### src/rtl/connection_stage_abort_tracker_unit_defines.svh
// ----------------------------------------------------------------------------
// Assertion macros for the connection stage abort tracker.
// Shared checks written against a clock and an active-low reset.
// ----------------------------------------------------------------------------
`ifndef CONNECTION_STAGE_ABORT_TRACKER_UNIT_DEFINES_SVH
`define CONNECTION_STAGE_ABORT_TRACKER_UNIT_DEFINES_SVH

// The consequent must hold in the same cycle as the antecedent.
`define CSTAT_ASSERT_SAME(label, clk, rst_n, ante, cons, msg) \
	label: assert property (@(posedge clk) disable iff (!rst_n) (ante) |-> (cons)) \
		else $error(msg);

// The consequent must hold in the cycle after the antecedent.
`define CSTAT_ASSERT_NEXT(label, clk, rst_n, ante, cons, msg) \
	label: assert property (@(posedge clk) disable iff (!rst_n) (ante) |=> (cons)) \
		else $error(msg);

`endif

### src/rtl/cstat_pkg.sv
// ----------------------------------------------------------------------------
// Connection stage abort tracker package
// Shared constants, codes and types for the tracker modules.
// ----------------------------------------------------------------------------
package cstat_pkg;

	localparam int FLOWS          = 1024;
	localparam int FLOW_BITS      = $clog2(FLOWS);
	localparam int COUNT_BITS     = 32;
	localparam int STAGES         = 4;
	localparam int STAGE_IDX_BITS = $clog2(STAGES);

	localparam int CMD_BITS   = 3;
	localparam int FLOW_ID_BITS = 10;
	localparam int SOCK_BITS  = 4;
	localparam int STAGE_BITS = 3;
	localparam int KIND_BITS  = 2;
	localparam int VALUE_BITS = 32;

	typedef logic [STAGE_BITS-1:0] stage_t;
	typedef logic [COUNT_BITS-1:0] count_t;

	typedef enum logic [CMD_BITS-1:0] {
		CMD_SYN   = 3'd0,
		CMD_ACK   = 3'd1,
		CMD_PSH   = 3'd2,
		CMD_DATA  = 3'd3,
		CMD_CLOSE = 3'd4
	} command_t;

	typedef enum logic [KIND_BITS-1:0] {
		KIND_NONE  = 2'd0,
		KIND_TOTAL = 2'd1,
		KIND_ABORT = 2'd2
	} kind_t;

	localparam logic [SOCK_BITS-1:0] SOCK_FIN_WAIT1 = 4'd4;
	localparam logic [SOCK_BITS-1:0] SOCK_FIN_WAIT2 = 4'd5;
	localparam logic [SOCK_BITS-1:0] SOCK_CLOSED    = 4'd7;

	localparam stage_t STAGE_NONE  = 3'd0;
	localparam stage_t STAGE_FIRST = 3'd1;
	localparam stage_t STAGE_LAST  = 3'd4;

	typedef struct packed {
		logic [CMD_BITS-1:0]     command;
		logic [FLOW_ID_BITS-1:0] flow_id;
		logic [SOCK_BITS-1:0]    socket_state;
	} event_t;

	typedef struct packed {
		stage_t                stage_after;
		kind_t                 counted_kind;
		stage_t                counted_stage;
		logic [VALUE_BITS-1:0] count_value;
	} result_t;

	typedef struct packed {
		logic                 en;
		logic [FLOW_BITS-1:0] addr;
		stage_t               data;
	} table_wr_t;

endpackage

### src/rtl/cstat_event_if.sv
// ----------------------------------------------------------------------------
// Event channel
// Valid/ready channel that carries one tracker event per transaction.
// ----------------------------------------------------------------------------
interface cstat_event_if;

	logic                              valid;
	logic                              ready;
	logic [cstat_pkg::CMD_BITS-1:0]    command;
	logic [cstat_pkg::FLOW_ID_BITS-1:0] flow_id;
	logic [cstat_pkg::SOCK_BITS-1:0]   socket_state;

	modport source (output valid, output command, output flow_id, output socket_state,
		input ready);
	modport sink (input valid, input command, input flow_id, input socket_state,
		output ready);

endinterface

### src/rtl/cstat_result_if.sv
// ----------------------------------------------------------------------------
// Result channel
// Valid/ready channel that carries one tracker result per transaction.
// ----------------------------------------------------------------------------
interface cstat_result_if;

	logic                               valid;
	logic                               ready;
	logic [cstat_pkg::STAGE_BITS-1:0]   stage_after;
	logic [cstat_pkg::KIND_BITS-1:0]    counted_kind;
	logic [cstat_pkg::STAGE_BITS-1:0]   counted_stage;
	logic [cstat_pkg::VALUE_BITS-1:0]   count_value;

	modport source (output valid, output stage_after, output counted_kind,
		output counted_stage, output count_value, input ready);
	modport sink (input valid, input stage_after, input counted_kind,
		input counted_stage, input count_value, output ready);

endinterface

### src/rtl/cstat_flow_table.sv
// ----------------------------------------------------------------------------
// Flow stage table
// One-read one-write memory of flow stages with a clearing pass after reset.
// ----------------------------------------------------------------------------
module cstat_flow_table (
	input  logic                            clk,
	input  logic                            arst_n,
	input  logic                            rd_en,
	input  logic [cstat_pkg::FLOW_BITS-1:0] rd_addr,
	output cstat_pkg::stage_t               rd_data,
	input  cstat_pkg::table_wr_t            wr,
	output logic                            busy
);

	cstat_pkg::stage_t               mem_q [cstat_pkg::FLOWS];
	cstat_pkg::stage_t               rd_data_q;
	logic [cstat_pkg::FLOW_BITS-1:0] clear_idx_q;
	logic                            busy_q;

	always_ff @(posedge clk or negedge arst_n) begin
		if (!arst_n) begin
			busy_q      <= 1'b1;
			clear_idx_q <= '0;
		end else if (busy_q) begin
			clear_idx_q <= clear_idx_q + 1'b1;
			if (clear_idx_q == cstat_pkg::FLOW_BITS'(cstat_pkg::FLOWS - 1)) begin
				busy_q <= 1'b0;
			end
		end
	end

	always_ff @(posedge clk) begin
		if (busy_q) begin
			mem_q[clear_idx_q] <= cstat_pkg::STAGE_NONE;
		end else if (wr.en) begin
			mem_q[wr.addr] <= wr.data;
		end
		if (rd_en) begin
			rd_data_q <= mem_q[rd_addr];
		end
	end

	assign rd_data = rd_data_q;
	assign busy    = busy_q;

endmodule

### src/rtl/cstat_update.sv
// ----------------------------------------------------------------------------
// Stage update and counters
// Works out the new flow stage and bumps the saturating stage counters.
// ----------------------------------------------------------------------------
module cstat_update (
	input  logic                 clk,
	input  logic                 arst_n,
	input  cstat_pkg::event_t    ev,
	input  cstat_pkg::stage_t    cur_stage,
	input  logic                 commit,
	output cstat_pkg::result_t   result,
	output cstat_pkg::table_wr_t wr
);

	cstat_pkg::count_t                    totals_q [cstat_pkg::STAGES];
	cstat_pkg::count_t                    aborts_q [cstat_pkg::STAGES];
	logic                                 in_range;
	logic                                 abort_state;
	cstat_pkg::stage_t                    next_stage;
	cstat_pkg::kind_t                     kind;
	cstat_pkg::stage_t                    cnt_stage;
	logic [cstat_pkg::STAGE_IDX_BITS-1:0] idx;
	cstat_pkg::count_t                    sel_count;
	cstat_pkg::count_t                    bumped;

	assign in_range    = (32'(ev.flow_id) < cstat_pkg::FLOWS);
	assign abort_state = (ev.socket_state == cstat_pkg::SOCK_CLOSED) ||
		(ev.socket_state == cstat_pkg::SOCK_FIN_WAIT1) ||
		(ev.socket_state == cstat_pkg::SOCK_FIN_WAIT2);

	always_comb begin
		next_stage = cur_stage;
		kind       = cstat_pkg::KIND_NONE;
		cnt_stage  = cstat_pkg::STAGE_NONE;
		if (!in_range) begin
			next_stage = cstat_pkg::STAGE_NONE;
		end else begin
			case (ev.command)
				cstat_pkg::CMD_SYN: begin
					next_stage = cstat_pkg::STAGE_FIRST;
					kind       = cstat_pkg::KIND_TOTAL;
					cnt_stage  = cstat_pkg::STAGE_FIRST;
				end
				cstat_pkg::CMD_ACK, cstat_pkg::CMD_PSH, cstat_pkg::CMD_DATA: begin
					if (cur_stage == ev.command) begin
						next_stage = cur_stage + 1'b1;
						kind       = cstat_pkg::KIND_TOTAL;
						cnt_stage  = cur_stage + 1'b1;
					end
				end
				cstat_pkg::CMD_CLOSE: begin
					if (cur_stage inside {[cstat_pkg::STAGE_FIRST:cstat_pkg::STAGE_LAST]}
						&& abort_state) begin
						next_stage = cstat_pkg::STAGE_NONE;
						kind       = cstat_pkg::KIND_ABORT;
						cnt_stage  = cur_stage;
					end
				end
				default: begin
				end
			endcase
		end
	end

	assign idx       = cstat_pkg::STAGE_IDX_BITS'(cnt_stage - 1'b1);
	assign sel_count = (kind == cstat_pkg::KIND_ABORT) ? aborts_q[idx] : totals_q[idx];
	assign bumped    = (sel_count == '1) ? sel_count : sel_count + 1'b1;

	always_ff @(posedge clk or negedge arst_n) begin
		if (!arst_n) begin
			for (int i = 0; i < cstat_pkg::STAGES; i++) begin
				totals_q[i] <= '0;
				aborts_q[i] <= '0;
			end
		end else if (commit) begin
			if (kind == cstat_pkg::KIND_TOTAL) begin
				totals_q[idx] <= bumped;
			end else if (kind == cstat_pkg::KIND_ABORT) begin
				aborts_q[idx] <= bumped;
			end
		end
	end

	always_comb begin
		result.stage_after   = next_stage;
		result.counted_kind  = kind;
		result.counted_stage = cnt_stage;
		result.count_value   = (kind == cstat_pkg::KIND_NONE) ? '0 :
			cstat_pkg::VALUE_BITS'(bumped);
	end

	assign wr.en   = commit && in_range;
	assign wr.addr = ev.flow_id[cstat_pkg::FLOW_BITS-1:0];
	assign wr.data = next_stage;

endmodule

### src/rtl/connection_stage_abort_tracker_unit.sv
// ----------------------------------------------------------------------------
// Connection stage abort tracker
// Tracks the handshake stage of each flow and counts stage entries and aborts.
// ----------------------------------------------------------------------------
// The events channel takes one transaction per event: a command, a flow number
// and the socket state. The results channel gives exactly one transaction per
// event, in order: the flow's stage after the event and, where a counter moved,
// which counter and its new saturated value.
// An accepted event is registered in the working stage and moves on to the
// output register once that is free. One event is taken every cycle while the
// results receiver does not stall; the limit is the single read and single
// write port of the flow stage table. Reset clears the counters and starts a
// clearing pass over the whole flow table; events are refused until it completes.
// When the results receiver stalls, the output register holds its result and
// the event in the working stage waits behind it; events are refused only
// once both are full.
// ----------------------------------------------------------------------------
`include "connection_stage_abort_tracker_unit_defines.svh"

module connection_stage_abort_tracker_unit (
	input logic            clk,
	input logic            arst_n,
	cstat_event_if.sink    events,
	cstat_result_if.source results
);

	logic                            accept;
	logic                            advance;
	logic                            commit;
	logic                            table_busy;
	cstat_pkg::stage_t               rd_data;
	cstat_pkg::stage_t               cur_stage;
	cstat_pkg::result_t              result;
	cstat_pkg::table_wr_t            wr;
	cstat_pkg::event_t               ev_s1;
	logic                            valid_s1;
	cstat_pkg::result_t              res_s2;
	logic                            valid_s2;
	logic                            byp_valid_q;
	logic [cstat_pkg::FLOW_BITS-1:0] byp_addr_q;
	cstat_pkg::stage_t               byp_data_q;

	assign advance      = !valid_s2 || results.ready;
	assign commit       = valid_s1 && advance;
	assign events.ready = !table_busy && (!valid_s1 || advance);
	assign accept       = events.valid && events.ready;

	cstat_flow_table u_table (
		.clk     (clk),
		.arst_n  (arst_n),
		.rd_en   (accept),
		.rd_addr (events.flow_id[cstat_pkg::FLOW_BITS-1:0]),
		.rd_data (rd_data),
		.wr      (wr),
		.busy    (table_busy)
	);

	// The write made at the edge that loaded this stage is not seen by the read.
	assign cur_stage = (byp_valid_q && byp_addr_q == ev_s1.flow_id[cstat_pkg::FLOW_BITS-1:0])
		? byp_data_q : rd_data;

	cstat_update u_update (
		.clk       (clk),
		.arst_n    (arst_n),
		.ev        (ev_s1),
		.cur_stage (cur_stage),
		.commit    (commit),
		.result    (result),
		.wr        (wr)
	);

	always_ff @(posedge clk or negedge arst_n) begin
		if (!arst_n) begin
			valid_s1    <= 1'b0;
			valid_s2    <= 1'b0;
			byp_valid_q <= 1'b0;
		end else begin
			if (!valid_s1 || advance) begin
				valid_s1 <= accept;
			end
			if (advance) begin
				valid_s2 <= valid_s1;
			end
			if (wr.en) begin
				byp_valid_q <= 1'b1;
			end
		end
	end

	always_ff @(posedge clk) begin
		if (accept) begin
			ev_s1.command      <= events.command;
			ev_s1.flow_id      <= events.flow_id;
			ev_s1.socket_state <= events.socket_state;
		end
		if (commit) begin
			res_s2 <= result;
		end
		if (wr.en) begin
			byp_addr_q <= wr.addr;
			byp_data_q <= wr.data;
		end
	end

	assign results.valid         = valid_s2;
	assign results.stage_after   = res_s2.stage_after;
	assign results.counted_kind  = res_s2.counted_kind;
	assign results.counted_stage = res_s2.counted_stage;
	assign results.count_value   = res_s2.count_value;

	`CSTAT_ASSERT_SAME(a_none_is_empty, clk, arst_n,
		valid_s2 && res_s2.counted_kind == cstat_pkg::KIND_NONE,
		res_s2.counted_stage == cstat_pkg::STAGE_NONE && res_s2.count_value == '0,
		"Result with nothing counted carries a stage or value.")
	`CSTAT_ASSERT_SAME(a_abort_untracks, clk, arst_n,
		valid_s2 && res_s2.counted_kind == cstat_pkg::KIND_ABORT,
		res_s2.stage_after == cstat_pkg::STAGE_NONE,
		"Abort result leaves the flow tracked.")
	`CSTAT_ASSERT_SAME(a_total_matches_stage, clk, arst_n,
		valid_s2 && res_s2.counted_kind == cstat_pkg::KIND_TOTAL,
		res_s2.stage_after == res_s2.counted_stage,
		"Stage total counted for a stage other than the new one.")
	`CSTAT_ASSERT_NEXT(a_commit_reaches_output, clk, arst_n,
		commit, valid_s2,
		"Committed transaction did not reach the output register.")
	`CSTAT_ASSERT_SAME(a_no_accept_while_clearing, clk, arst_n,
		table_busy, !valid_s1 && !valid_s2,
		"Transaction in flight during the flow table clearing pass.")

endmodule

### src/flat_wrapper.sv
// flat-port wrapper written by rule: the top's interface ports become plain ports
module connection_stage_abort_tracker_unit_flat 
  (clk, arst_n, events_valid, events_command, events_flow_id, events_socket_state, events_ready, results_valid, results_stage_after, results_counted_kind, results_counted_stage, results_count_value, results_ready);
  cstat_event_if events_i ();
  cstat_result_if results_i ();
  input logic clk;
  input logic arst_n;
  input wire logic [$bits(events_i.valid)-1:0] events_valid;
  input wire logic [$bits(events_i.command)-1:0] events_command;
  input wire logic [$bits(events_i.flow_id)-1:0] events_flow_id;
  input wire logic [$bits(events_i.socket_state)-1:0] events_socket_state;
  output wire logic [$bits(events_i.ready)-1:0] events_ready;
  output wire logic [$bits(results_i.valid)-1:0] results_valid;
  output wire logic [$bits(results_i.stage_after)-1:0] results_stage_after;
  output wire logic [$bits(results_i.counted_kind)-1:0] results_counted_kind;
  output wire logic [$bits(results_i.counted_stage)-1:0] results_counted_stage;
  output wire logic [$bits(results_i.count_value)-1:0] results_count_value;
  input wire logic [$bits(results_i.ready)-1:0] results_ready;
  assign events_i.valid = events_valid;
  assign events_i.command = events_command;
  assign events_i.flow_id = events_flow_id;
  assign events_i.socket_state = events_socket_state;
  assign events_ready = events_i.ready;
  assign results_valid = results_i.valid;
  assign results_stage_after = results_i.stage_after;
  assign results_counted_kind = results_i.counted_kind;
  assign results_counted_stage = results_i.counted_stage;
  assign results_count_value = results_i.count_value;
  assign results_i.ready = results_ready;
  connection_stage_abort_tracker_unit u_core (.clk(clk), .arst_n(arst_n), .events(events_i), .results(results_i));
endmodule
### config.mk
export PLATFORM = sky130hd
export DESIGN_NAME = connection_stage_abort_tracker_unit_flat
export DESIGN_NICKNAME = d
export VERILOG_FILES = /design/src/rtl/cstat_pkg.sv /design/src/rtl/cstat_event_if.sv /design/src/rtl/cstat_result_if.sv /design/src/rtl/cstat_flow_table.sv /design/src/rtl/cstat_update.sv /design/src/rtl/connection_stage_abort_tracker_unit.sv /design/src/flat_wrapper.sv
export VERILOG_INCLUDE_DIRS = /design/src /design/src/rtl
export SDC_FILE = /design/constraint.sdc
export NUM_CORES = 2
export LEC_CHECK = 0
export ABC_CLOCK_PERIOD_IN_PS = 22100
export BUFFER_PORTS_ARGS = -buffer_cell sky130_fd_sc_hd__buf_2
export CAP_MARGIN = 40
export CORE_MARGIN = 3
export CORE_UTILIZATION = 45
export CTS_CLUSTER_SIZE = 14
export DETAILED_ROUTE_END_ITERATION = 6
export GPL_ROUTABILITY_DRIVEN = 1
export HOLD_SLACK_MARGIN = 0.1
export PLACE_DENSITY_LB_ADDON = 0.15
export SLEW_MARGIN = 10
export SYNTH_ARGS = -nofsm -noshare
export SYNTH_HDL_FRONTEND = slang
export SYNTH_SLANG_ARGS = --single-unit
### constraint.sdc
create_clock -name clk -period 22.1 [get_ports clk]
set_input_delay 1.105 -clock clk [delete_from_list [all_inputs] [get_ports clk]]
set_output_delay 1.105 -clock clk [all_outputs]
set_load 0.02 [all_outputs]
Yosys cells after proc, flatten, opt, wreduce, memory -nomap -nowiden
Memories as Yosys holds them, arrays and structs flattened. A register that Yosys moved wholly into a read port is not among the register bits.
Index checks and enable logic that the tools add are counted.
{"block": "totals", "elab_cells": 97, "ramBits": 3072, "n_memories": 1, "inputBits": 21, "ff_bits": 337}
{"block": "op_classes", "n_mux": 32, "n_bitwise": 2, "addsub": 4, "n_lt_le_gt_ge": 4, "eq_ne": 13, "n_reduce_logical": 20}
{"memory": "u_core.u_table.mem_q", "words": 1024, "width": 3, "read_ports": 1, "rd_ports_with_merged_regs": 1, "write_ports": 1, "line": "cstat_flow_table.sv:15", "source": "cstat_pkg::stage_t mem_q [cstat_pkg::FLOWS];"}
{"cell": "128-bit bitwise mux", "n": 2}
{"cell": "32-bit two-way mux", "n": 7}
{"cell": "32-bit binary-select mux with 2-bit select", "n": 2}
{"cell": "32-bit demux with 2-bit select", "n": 1}
{"cell": "32-bit by 1-bit adder with 32-bit output (second input constant)", "n": 1}
{"cell": "32-bit == test (second input constant)", "n": 1}
{"cell": "3-bit two-way mux", "n": 6}
{"cell": "3-bit case mux with 3 select lines", "n": 2}
{"cell": "4-bit by 3-bit == test with 1-bit output (second input constant)", "n": 3}
{"cell": "10-bit by 1-bit adder with 10-bit output (second input constant)", "n": 1}
{"cell": "10-bit == test", "n": 1}
{"cell": "10-bit == test (second input constant)", "n": 1}
{"cell": "10-bit two-way mux", "n": 1}
{"cell": "1-bit two-way mux", "n": 9}
{"cell": "1-bit logical AND", "n": 7}
{"cell": "3-bit by 2-bit == test with 1-bit output (second input constant)", "n": 2}
{"cell": "2-bit case mux with 3 select lines", "n": 1}
{"cell": "3-bit OR reduction", "n": 2}
{"cell": "1-bit logical OR", "n": 4}
{"cell": "3-bit by 1-bit adder with 3-bit output (second input constant)", "n": 1}
{"cell": "3-bit by 1-bit == test with 1-bit output (second input constant)", "n": 1}
{"cell": "3-bit == test", "n": 1}
{"cell": "3-bit == test (second input constant)", "n": 1}
{"cell": "3-bit by 1-bit greater-or-equal comparator with 1-bit output (second input constant)", "n": 1}
{"cell": "14 further kinds", "n": 16}

Logic depth before layout (Yosys ltp)
{"block": "logic_depth", "ltp_word": 17, "ltp_mapped": 30, "depth_no_buf": 26}

Modules after synthesis
Synthesis repeated with hierarchy kept, for this count alone.
{"block": "hier_totals", "cells_unflattened": 8065, "hier_area_um2": 138873.2}
{"mod": "cstat_flow_table", "area_each_um2": 123103.1, "cells_each": 6626, "instances": 1}
{"mod": "cstat_update", "area_each_um2": 13394.1, "cells_each": 1341, "instances": 1}
{"mod": "connection_stage_abort_tracker_unit", "area_each_um2": 2376.0, "cells_each": 98, "instances": 1}

Worst setup path after synthesis
No wires, ideal clock.
{"block": "synth_timing", "path_kind": "reg-to-reg", "start": "reg u_core.ev_s1[12] (netlist bit)", "end": "mem u_core.u_table.mem_q[0][1] (netlist bit) (data pin)", "setup_slack_ns": 3.653, "period_less_slack_ns": 18.447, "path_stages_with_launch": 14, "arrival_ns": 15.580, "setup_time_ns": 2.867, "path_cell_list": "edfxtp_1 > xnor2_1 > nand3_2 > or3_1 > buf_2 > mux2i_1 > ha_1 > o31ai_1 > nor2_1 > o2111ai_1 > nand2_1 > o32a_1 > o22ai_1 > and2_1"}
{"item": "start: declaration", "line": "connection_stage_abort_tracker_unit.sv:35", "source": "cstat_pkg::event_t ev_s1;"}
{"item": "end: declaration", "line": "cstat_flow_table.sv:15"}

==> flow_summary.json <==
{
  "min_period_ps": 8280,
  "leakage_nw": 49.2,
  "grt_util_all_layers_pct": 22.7,
  "synth_top_area_share_pct": 68.9,
  "fp.dieW_um": 558,
  "peakVddDrop_mv": 0.0669,
  "cts.sinks": 3412,
  "clock_skew_ps": 46.7,
  "die_h_um": 558,
  "synth_area_leader_cell": "edfxtp_1",
  "nets": 7279,
  "wirelength_met1_um": 144000,
  "gp_congestion": 0.782,
  "top_layer": "met5",
  "synth-main-ff-cell": "edfxtp_1",
  "dieArea_sq_um": 311000,
  "final_layout_size_suffix_gt1_share_pct": 25.4,
  "row_count": 201,
  "fin_area_sq_um": 154000,
  "clk_path_buf_depth": 4,
  "synth.distinct_cells": 70,
  "fmax_mhz": 121,
  "synth-async-reset-ratio_pct": 7.91,
  "grt-ovfl-total": 0,
  "startpoint_type": "flip-flop",
  "syn_area_per_cell_sq_um": 19.1,
  "run_status": "complete, no violations",
  "drtPass1Iterations": 5,
  "cts_tree": "built",
  "path_class": "reg2reg",
  "netlist_area_sq_um": 137000,
  "rr_worst_depth": 24,
  "grt_pass1_vias": 71000,
  "slew_viol_final": 0,
  "hpwl_um": 203000,
  "drt-total-wl_um": 354000,
  "clk_latency_ps": 920,
  "critPathMaxFanout": 38,
  "post_cts_buffers": 0,
  "vias": 68900,
  "cp.arrival_ps": 8930,
  "synth.ff_latch_count": 3412,
  "final_cell_mix": "edfxtp_1, nor2_1, mux4_2",
  "met2_wirelength_um": 171000,
  "synth_cells": 7155,
  "ctsResizeCount": 0,
  "rsz0062_at_grt": "false",
  "setup_viol": 0,
  "grt_max_degree": 222,
  "yosys_warnings": 0,
  "antenna_found_initial": 28,
  "hold_viol": 0,
  "io_pins": 63,
  "place_area_sq_um": 143000,
  "viasPerCell": 5.99,
  "coreArea_sq_um": 302000,
  "dr.first_iter.drc_count": 7913,
  "worst_pin_slew_ps": 1170,
  "crit_required_ps": 22760,
  "syn_nets": 7185,
  "tns_ps": 0,
  "slew_headroom_pct": 21.8,
  "area_growth_pct": 12.7,
  "hold_buffers": 0,
  "cp-end-kind": "flip-flop",
  "synthTopCellsByArea": "edfxtp_1, mux4_2, dfrtp_1",
  "yosysSeqAreaShare_pct": 73.8,
  "route.met3.wl_um": 28600,
  "post_drt_wl_per_cell_um": 30.8,
  "start_util_pct": 45.4,
  "route.detailed.drc": 0,
  "htreeDepth": 5,
  "grt_pass1_wl_um": 511000,
  "clk_pin_slew_ps": 60,
  "layout_commonest_cell": "edfxtp_1",
  "cts-root-buf": "clkbuf_16",
  "r2r-start": "u_core.ev_s1[8]",
  "cap_violations": 0,
  "ant_nets": 0,
  "r2r-end": "u_core.results.count_value[9]",
  "numCtsBuffers": 354,
  "final.period_utilization_pct": 37.5,
  "reg2reg_slack_ps": 13820,
  "synth_edf_count": 3142,
  "power.density_nw_per_um2": 91.8,
  "min_path_type": "in2async",
  "portBuffers": 62
}
[stage by stage]
step | instances | setup WS (ps) | hold WS (ps) | utilization, % | total power [W]
2_1_floorplan | 7155 | 3650 | 443 | - | 0.00825
3_3_place_gp | 10800 | 13930 | 456 | 47.1 | 0.00837
3_5_place_dp | 10800 | 13900 | 465 | 47.3 | 0.00840
4_1_cts | 11500 | 13890 | 264 | 51.1 | 0.0143
5_1_grt | 11500 | 13080 | 308 | 51.2 | 0.0146
6_report | 11500 | 13820 | 262 | 51.2 | 0.0142
[power breakdown]
group	leakage, nW	total [W]	internal [W]	switching, W
Sequential	32.6	0.00729	0.00727	0.0000176
Clock	5.61	0.00592	0.00342	0.00250
Combinational	11.0	0.000958	0.000298	0.000660
Total	49.2	0.0142	0.0110	0.00318
[area by class of cell]
class	instances	area [sq um]
Timing Repair Buffer	256	2540
Tap cell	3958	4950
Fill cell	23700	147000
Clock buffer	430	9290
Sequential cell	3412	101000
Antenna cell	22	55.1
Inverter	24	90.1
Multi-Input combinational cell	3201	34200
Clock inverter	209	2180
[cell usage after synthesis, types with 15 or more instances]
cell      number
and2_1        16
xnor2_1       32
nand3_1       22
buf_1         93
nor2_1      1095
edfxtp_1    3142
nand2_1      398
o21ai_0      234
a211oi_1      18
mux4_2      1058
mux2i_1       18
o21ai_1       35
o211ai_1      16
dfrtp_1      269
o211a_1       15
nor3_1        25
clkbuf_1     408
inv_1         23
nand4_1       19
[critical path: stages, from the launching register on]
cell      delay, ps
edfxtp_1        470
xnor2_1         320
nand4_1         220
or3_1           580
mux2i_1         520
xnor2_1         180
or3_1           220
inv_1            80
ha_1            190
o21bai_1        180
nand2_1         200
o21ai_0         290
ha_4            700
inv_1           540
nand2_1         210
nor4_1           60
a31oi_1         420
o221ai_1        170
o31ai_1         470
nand4_1         320
nor3_2          430
nand3_1         420
nand2_1         200
xor2_1          470
nor2_1          100
[flip-flops by register name, summed over array words and instances (netlist names)]
signal                        count
u_core.ev_s1                     17
u_core.results.valid              1
u_core.byp_addr_q                10
u_core.byp_valid_q                1
u_core.u_table.mem_q           3072
u_core.u_table.busy               1
u_core.u_update.totals_q        128
u_core.u_table.rd_data            3
u_core.valid_s1                   1
u_core.results.counted_stage      3
u_core.results.counted_kind       2
u_core.u_table.clear_idx_q       10
u_core.results.count_value       32
u_core.byp_data_q                 3
u_core.u_update.aborts_q        128
[metal layers]
layer / up-vias / global-route usage (%)
met5: - / 0
met4: 10 / 6.83
met3: 500 / 5.14
met2: 2663 / 36.3
met1: 37000 / 31.5
li1: 28800 / -
[cell families (layout without fill, tap and decap cells)]
logic type / Yosys count / count (layout) / synth area share (%)
buffers and inverters: 542 / 919 / 1.51
other: 0 / 22 / 0
XOR/XNOR: 51 / 51 / 0.362
AND/OR/NAND/NOR: 1662 / 1662 / 4.88
multiplexers: 1088 / 1088 / 17.6
AO/OA/AOI/OAI: 391 / 391 / 1.75
adder cells (fa/ha/maj): 9 / 9 / 0.0822
flip-flops: 3412 / 3412 / 73.8
[worst max-delay path by stage]
stage	slack, ps	startpoint	cells past startpoint	end
global placement	13930	u_core.ev_s1[11]	24	u_core.results.count_value[9]
CTS	13890	u_core.ev_s1[9]	23	u_core.results.count_value[0]
floorplan	3650	u_core.ev_s1[12]	13	u_core.u_table.mem_q[0][1]
detailed placement	13900	u_core.ev_s1[11]	23	u_core.results.count_value[0]
finish	13820	u_core.ev_s1[8]	24	u_core.results.count_value[9]
global route	13080	u_core.ev_s1[12]	23	u_core.u_update.totals_q[0]
No activity file was read; power rests on OpenSTA's default activity.
